`src/sv/ptc_pkg.sv`:
```
package ptc_pkg;

  // Configuration register map (byte address = 8 * index)
  localparam int unsigned PADDR_W = 5;
  localparam int unsigned PDATA_W = 64;
  localparam logic [1:0]  REG_CAL_T  = 2'd0;
  localparam logic [1:0]  REG_CAL_PA = 2'd1;
  localparam logic [1:0]  REG_CAL_PB = 2'd2;
  localparam logic [1:0]  REG_CAL_PC = 2'd3;

  // Field widths
  localparam int unsigned RAW_W   = 20;
  localparam int unsigned FINE_W  = 32;
  localparam int unsigned CENTI_W = 24;
  localparam int unsigned PRES_W  = 32;

  // Arithmetic constants
  localparam logic [63:0] FINE_OFFSET = 64'd128000;
  localparam logic [63:0] PRES_SCALE  = 64'd3125;
  localparam logic [20:0] RAW_FULL    = 21'd1048576;
  localparam logic [63:0] V1_BIAS     = 64'h0000_8000_0000_0000;
  localparam logic [31:0] CENTI_ROUND = 32'd128;

  // Pipeline timing
  localparam int unsigned MUL_LAT    = 2;
  localparam int unsigned DIV_LAT    = 66;
  localparam int unsigned PIPE_DEPTH = 85;

  function automatic logic [63:0] sx16(input logic [15:0] v);
    sx16 = {{48{v[15]}}, v};
  endfunction

endpackage

```
`src/sv/ptc_temp.sv`:
```
module ptc_temp (
  input  logic                               clk,
  input  logic                               en,
  input  logic [ptc_pkg::RAW_W-1:0]          raw_temperature,
  input  logic [47:0]                        cal,
  output logic [ptc_pkg::FINE_W-1:0]         fine,
  output logic [ptc_pkg::CENTI_W-1:0]        centi
);

  logic [31:0] t1;
  logic [31:0] t2;
  logic [31:0] t3;
  logic [31:0] x;
  logic [31:0] d;
  logic [31:0] px;
  logic [31:0] dd;
  logic [31:0] dd_sh;
  logic [31:0] a;
  logic [31:0] pb;
  logic [31:0] f5;
  logic [31:0] f5_sh;

  assign t1 = {16'b0, cal[15:0]};
  assign t2 = {{16{cal[31]}}, cal[31:16]};
  assign t3 = {{16{cal[47]}}, cal[47:32]};

  assign dd_sh = 32'($signed(dd) >>> 12);
  assign f5    = (fine << 2) + fine + ptc_pkg::CENTI_ROUND;
  assign f5_sh = 32'($signed(f5) >>> 8);

  always_ff @(posedge clk) begin
    if (en) begin
      x     <= {15'b0, raw_temperature[19:3]} - {t1[30:0], 1'b0};
      d     <= {16'b0, raw_temperature[19:4]} - t1;
      px    <= x * t2;
      dd    <= d * d;
      a     <= 32'($signed(px) >>> 11);
      pb    <= dd_sh * t3;
      fine  <= a + 32'($signed(pb) >>> 14);
      centi <= f5_sh[23:0];
    end
  end

endmodule

```
`config.mk`:
```
export PLATFORM = sky130hd
export DESIGN_NAME = ptc_temp
export DESIGN_NICKNAME = d
export VERILOG_FILES = /design/src/sv/ptc_pkg.sv /design/src/sv/ptc_temp.sv
export SDC_FILE = /design/constraint.sdc
export NUM_CORES = 2
export LEC_CHECK = 0
export BUFFER_PORTS_ARGS = -buffer_cell sky130_fd_sc_hd__buf_2
export CORE_ASPECT_RATIO = 0.7
export CORE_UTILIZATION = 49
export DETAILED_ROUTE_END_ITERATION = 7
export HOLD_SLACK_MARGIN = 0.12
export PLACE_DENSITY = 0.65
export SLEW_MARGIN = 0
export SYNTH_ARGS = -nofsm -noshare
export SYNTH_HDL_FRONTEND = slang
export SYNTH_SLANG_ARGS = --single-unit
```
`constraint.sdc`:
```
create_clock -name clk -period 10.6 [get_ports clk]
set_input_delay 0 -clock clk [delete_from_list [all_inputs] [get_ports clk]]
set_output_delay 0 -clock clk [all_outputs]
set_load 0.01 [all_outputs]
```
======== Yosys cells after proc, flatten, opt, wreduce, memory -nomap -nowiden ========
Cells that the tools add are included.
storage, ports and cells
  logic and storage cells ................. 16
  output and inout port bits .............. 56
  register bits ........................... 237
operators by class
  multiply operators ...................... 3
  $add $sub $neg .......................... 5
operators by type and width
  kind                                           count
  adder 32 bit                                   1
  adder 32 x 8 -> 32 bit, second input constant  1
  multiplier 20 x 16 -> 32 bit                   1
  multiplier 32 x 16 -> 32 bit                   1
  multiplier 32 x 32 -> 32 bit                   1
  adder 21 x 18 -> 22 bit                        1
  subtractor 17 x 17 -> 18 bit                   1
  subtractor 16 x 16 -> 17 bit                   1

======== Logic depth before layout (Yosys ltp) ========
  depth in word-level cells ............... 2
  gate-level depth with buffers ........... 29

======== Worst setup path after synthesis ========
Ideal clock, no wire load.
  kind .................................... flip-flop to flip-flop
  from .................................... register x[30] (netlist name)
  to ...................................... register dd[31] (data pin)
  data required time ...................... 10334 ps
  path buffers ............................ 2
  stages on the path, launching flop included .. 22
  path slack .............................. 2920 ps
  setup time .............................. 266 ps
  data arrival time ....................... 7414 ps
  clock period less this slack ............ 7680 ps
  cell sequence ........................... edfxtp_1 -> clkbuf_1 -> clkbuf_1 -> nand2_1 -> fa_1 -> fa_1 -> fa_1 -> fa_1 -> inv_1 -> fa_1 -> fa_1 -> fa_1 -> fa_1 -> ha_1 -> a21oi_1 -> o22ai_1 -> o21a_1 -> or3_1 -> a221oi_1 -> o22ai_1 -> o41ai_1 -> xnor2_1
RTL lines
  what                    line            text
  end signal: assignment  ptc_temp.sv:36  dd <= d * d;
  end: declaration        ptc_temp.sv:16  logic [31:0] dd;

==> flow_metrics.py <==
metrics = {
    "clocking": {
        "cts.reportedPaths.clkPinSlew_ns": 0.09,
        "cts_repair_resize_count": 0,
        "total_clock_sinks": 144,
        "clock_tree_from_tritoncts": "built",
        "clock_tree.buffer_depth": 2,
        "htree_levels": 4,
        "number_of_buffers_added_by_the_clock_tree_synthesis_step": 17,
        "post-cts-setup-buffers": 0,
        "clock_latency_ns": 0.46,
        "cts_root_buf": "clkbuf_16",
    },
    "placement": {
        "detailedPlacementHpwl_um": 69100,
        "preCtsSetupSlack_ns": 1.976,
        "gpl.final_weighted_congestion": 0.8647,
        "io_buffer_count": 122,
    },
    "layout": {
        "final_util_pct": 53.01,
        "antenna-diode-count": 0,
        "fill_cells": 7058,
        "final_nets": 5279,
        "layout-area-overhead-vs-synth_pct": 6.644,
        "drive_above_1_share_pct": 5.066,
    },
    "logic_synthesis": {
        "netlist_instances": 3910,
        "synth_common_cells": "inv_1, fa_1, nand2_1",
        "synth_edf_count": 144,
        "syn-cell-area_um2": 38380,
        "synth.top_cell.area_share_pct": 45.38,
        "synth.area.top_cells": "fa_1, ha_1, edfxtp_1",
        "synth.lib_cells_used.distinct": 64,
        "dominantRegCellSynth": "edfxtp_1",
        "ys_ff_latch": 144,
        "asyncSetResetFlopFracSynth_pct": 0,
        "synth.most_common_cell": "inv_1",
        "fraction_of_the_yosys_area_taken_by_sequential_cells_pct": 11.27,
        "post_synth.cell_area_avg_um2": 9.816,
        "mappedNetlistNets": 5215,
        "synth_top_cell_by_area": "fa_1",
        "ys.warnings.count": 0,
    },
    "die": {
        "core_area_um2": 77210,
        "chipHeight_um": 236.2,
        "floorplan.initialDensity_pct": 49.71,
        "dieArea_um2": 79470,
        "fp.dieW_um": 336.5,
        "design.portCount": 126,
        "rows": 85,
    },
    "global_routing": {
        "grt_first_pass_wirelength_um": 143100,
        "via_count_of_the_first_global_routing_pass": 26940,
        "grt_max_degree": 101,
        "grt_util_all_layers_pct": 23.05,
        "grt_remaining_overflow": 0,
        "antenna_found_initial": 3,
    },
    "sta": {
        "layout_worst_path_cycle_share_pct": 81.76,
        "post-route-worst-setup-slack_ns": 1.934,
        "worst_pin_slew_ns": 1.113,
        "clock_skew_ns": 0.02409,
        "finalWorstPathRequiredPeriod_ns": 8.666,
        "timing.fmax_ghz": 0.1154,
        "finalSetupTns_ns": 0,
        "worst_slew_margin_relative_to_its_limit_pct": 25.83,
        "timing.final.setup_violations": 0,
        "grt_setup_unrepaired": "false",
        "hold-worst-slack_ns": 0.1467,
        "final-max-slew-violation-count": 0,
        "report.final.hold_viol_count": 0,
    },
    "worst_setup_path": {
        "cp_data_arrival_time_ns": 8.85,
        "start_kind": "flop",
        "reg2reg_slack_ns": 1.93,
        "worstPathMaxFanout": 15,
        "crit_type": "flop to flop",
        "reg2reg_depth": 19,
        "timing.rr.start": "x[3]$_DFFE_PP_",
        "critPathRequiredTime_ns": 10.78,
        "r2r-end": "dd[31]$_DFFE_PP_",
        "worstSetupEndpointType": "flop",
    },
    "routing": {
        "first_iter_violations": 1497,
        "routed-via-count": 25230,
        "post-route-drc-count": 0,
        "viasPerCell": 5.015,
        "detail_route.first_pass.iterations": 7,
        "finalWirelength_um": 86100,
        "wl_per_cell_um": 17.11,
        "antenna_violating_nets_post_route": 0,
    },
    "worst_hold_path": {
        "destination_of_the_worst_hold_path": "x[8]$_DFFE_PP_",
        "hold_path_depth": 4,
        "hold_path.startpoint": "cal[7]",
        "min_path_type": "input port to flop",
    },
    "status": {
        "outcome": "finished, final reports clean",
    },
    "job": {
        "cap_viol_max_count": 0,
    },
}
worst max-delay path, cell delays in order, from the launching register on:
cell and delay, ns:
edfxtp_1 0.92, nand2_1 0.34, fa_1 0.70, fa_1 0.49, fa_1 0.99, fa_1 0.53, inv_1 0.09, fa_1 0.46
fa_1 0.57, fa_1 0.43, fa_1 0.44, ha_1 0.36, a21oi_1 0.17, o22ai_1 0.09, o21a_1 0.16, or3_1 0.36
a221oi_1 0.57, o22ai_1 0.25, o41ai_1 0.34, xnor2_1 0.11
timing repair:
action,4_1_cts,5_1_grt
endpoints found under the hold margin,18,0
hold buffers,39,0
endpoints found under the setup margin,0,0
worst max-delay path by stage:
stage	from	to	slack [ns]	cells after the start
final	x[3]$_DFFE_PP_	dd[31]$_DFFE_PP_	1.93	19
after global routing	x[3]$_DFFE_PP_	dd[31]$_DFFE_PP_	1.53	19
after CTS	x[3]$_DFFE_PP_	dd[31]$_DFFE_PP_	1.93	19
after detailed placement	x[3]$_DFFE_PP_	dd[31]$_DFFE_PP_	1.98	19
after global placement	x[3]$_DFFE_PP_	dd[31]$_DFFE_PP_	2.04	19
after floorplan	x[30]$_DFFE_PP_	dd[31]$_DFFE_PP_	2.92	21
layout make-up:
class | instances | area, µm² | area share (%)
Clock inverter | 15 | 191.4 | 0.4677
Sequential cell | 144 | 4324 | 10.56
Tap cell | 1044 | 1306 | 3.191
Clock buffer | 17 | 425.4 | 1.039
Inverter | 1032 | 3874 | 9.464
Timing Repair Buffer | 188 | 1210 | 2.956
Multi-Input combinational cell | 2591 | 29600 | 72.32
per-stage QoR:
step / cells / instance area, µm²
2_1_floorplan: 3910 / 38380
3_3_place_gp: 4960 / 39920
3_5_place_dp: 4960 / 39920
4_1_cts: 5031 / 40930
5_1_grt: 5031 / 40930
6_report: 5031 / 40930
flip-flops by register name (all words and copies together), names as in the netlist:
name and cells:
fine 22, px 21, dd 20, pb 18, centi 24, x 18
a 21
per-layer routing:
metal / share of wire, % / GRT usage (%)
met5: 0 / 0
met3: 7.6 / 4.448
met1: 49 / 35.70
met2: 43 / 34.17
met4: 1.1 / 3.182
cells in the final DEF, fill, tap and decap left out, types with 5 or more instances in the layout:
cell type and instances:
and3_1 9, dlygate4sd3_1 39, xnor2_1 126, a211oi_1 9, a21o_1 21, nand4_1 9
and2_1 293, buf_4 27, or2_2 9, nor2_1 96, xor2_1 37, nand3_1 13
o21ai_0 37, inv_1 1031, clkbuf_16 17, a21boi_0 9, nor2b_1 27, o21a_1 21
fa_1 870, ha_1 365, buf_2 121, a31oi_1 9, nor3_1 30, nand2_1 443
o211ai_1 5, o21bai_1 7, a21oi_1 63, edfxtp_1 144, nand2b_1 31
cell families (layout without fill, tap and decap cells):
family                   Yosys count  count (layout)  share of synthesized area, %
multiplexers                       1               1                       0.02934
AND/OR/NAND/NOR                  973             973                         12.26
AO/OA/AOI/OAI                    219             219                         3.834
flip-flops                       144             144                         11.27
XOR/XNOR                         163             163                         3.720
adder cells (fa/ha/maj)         1235            1235                         57.28
buffers and inverters           1175            1252                         11.61
Power is not shown: default switching activity piles up to over one toggle a cycle in this logic, so the estimate is an artifact.
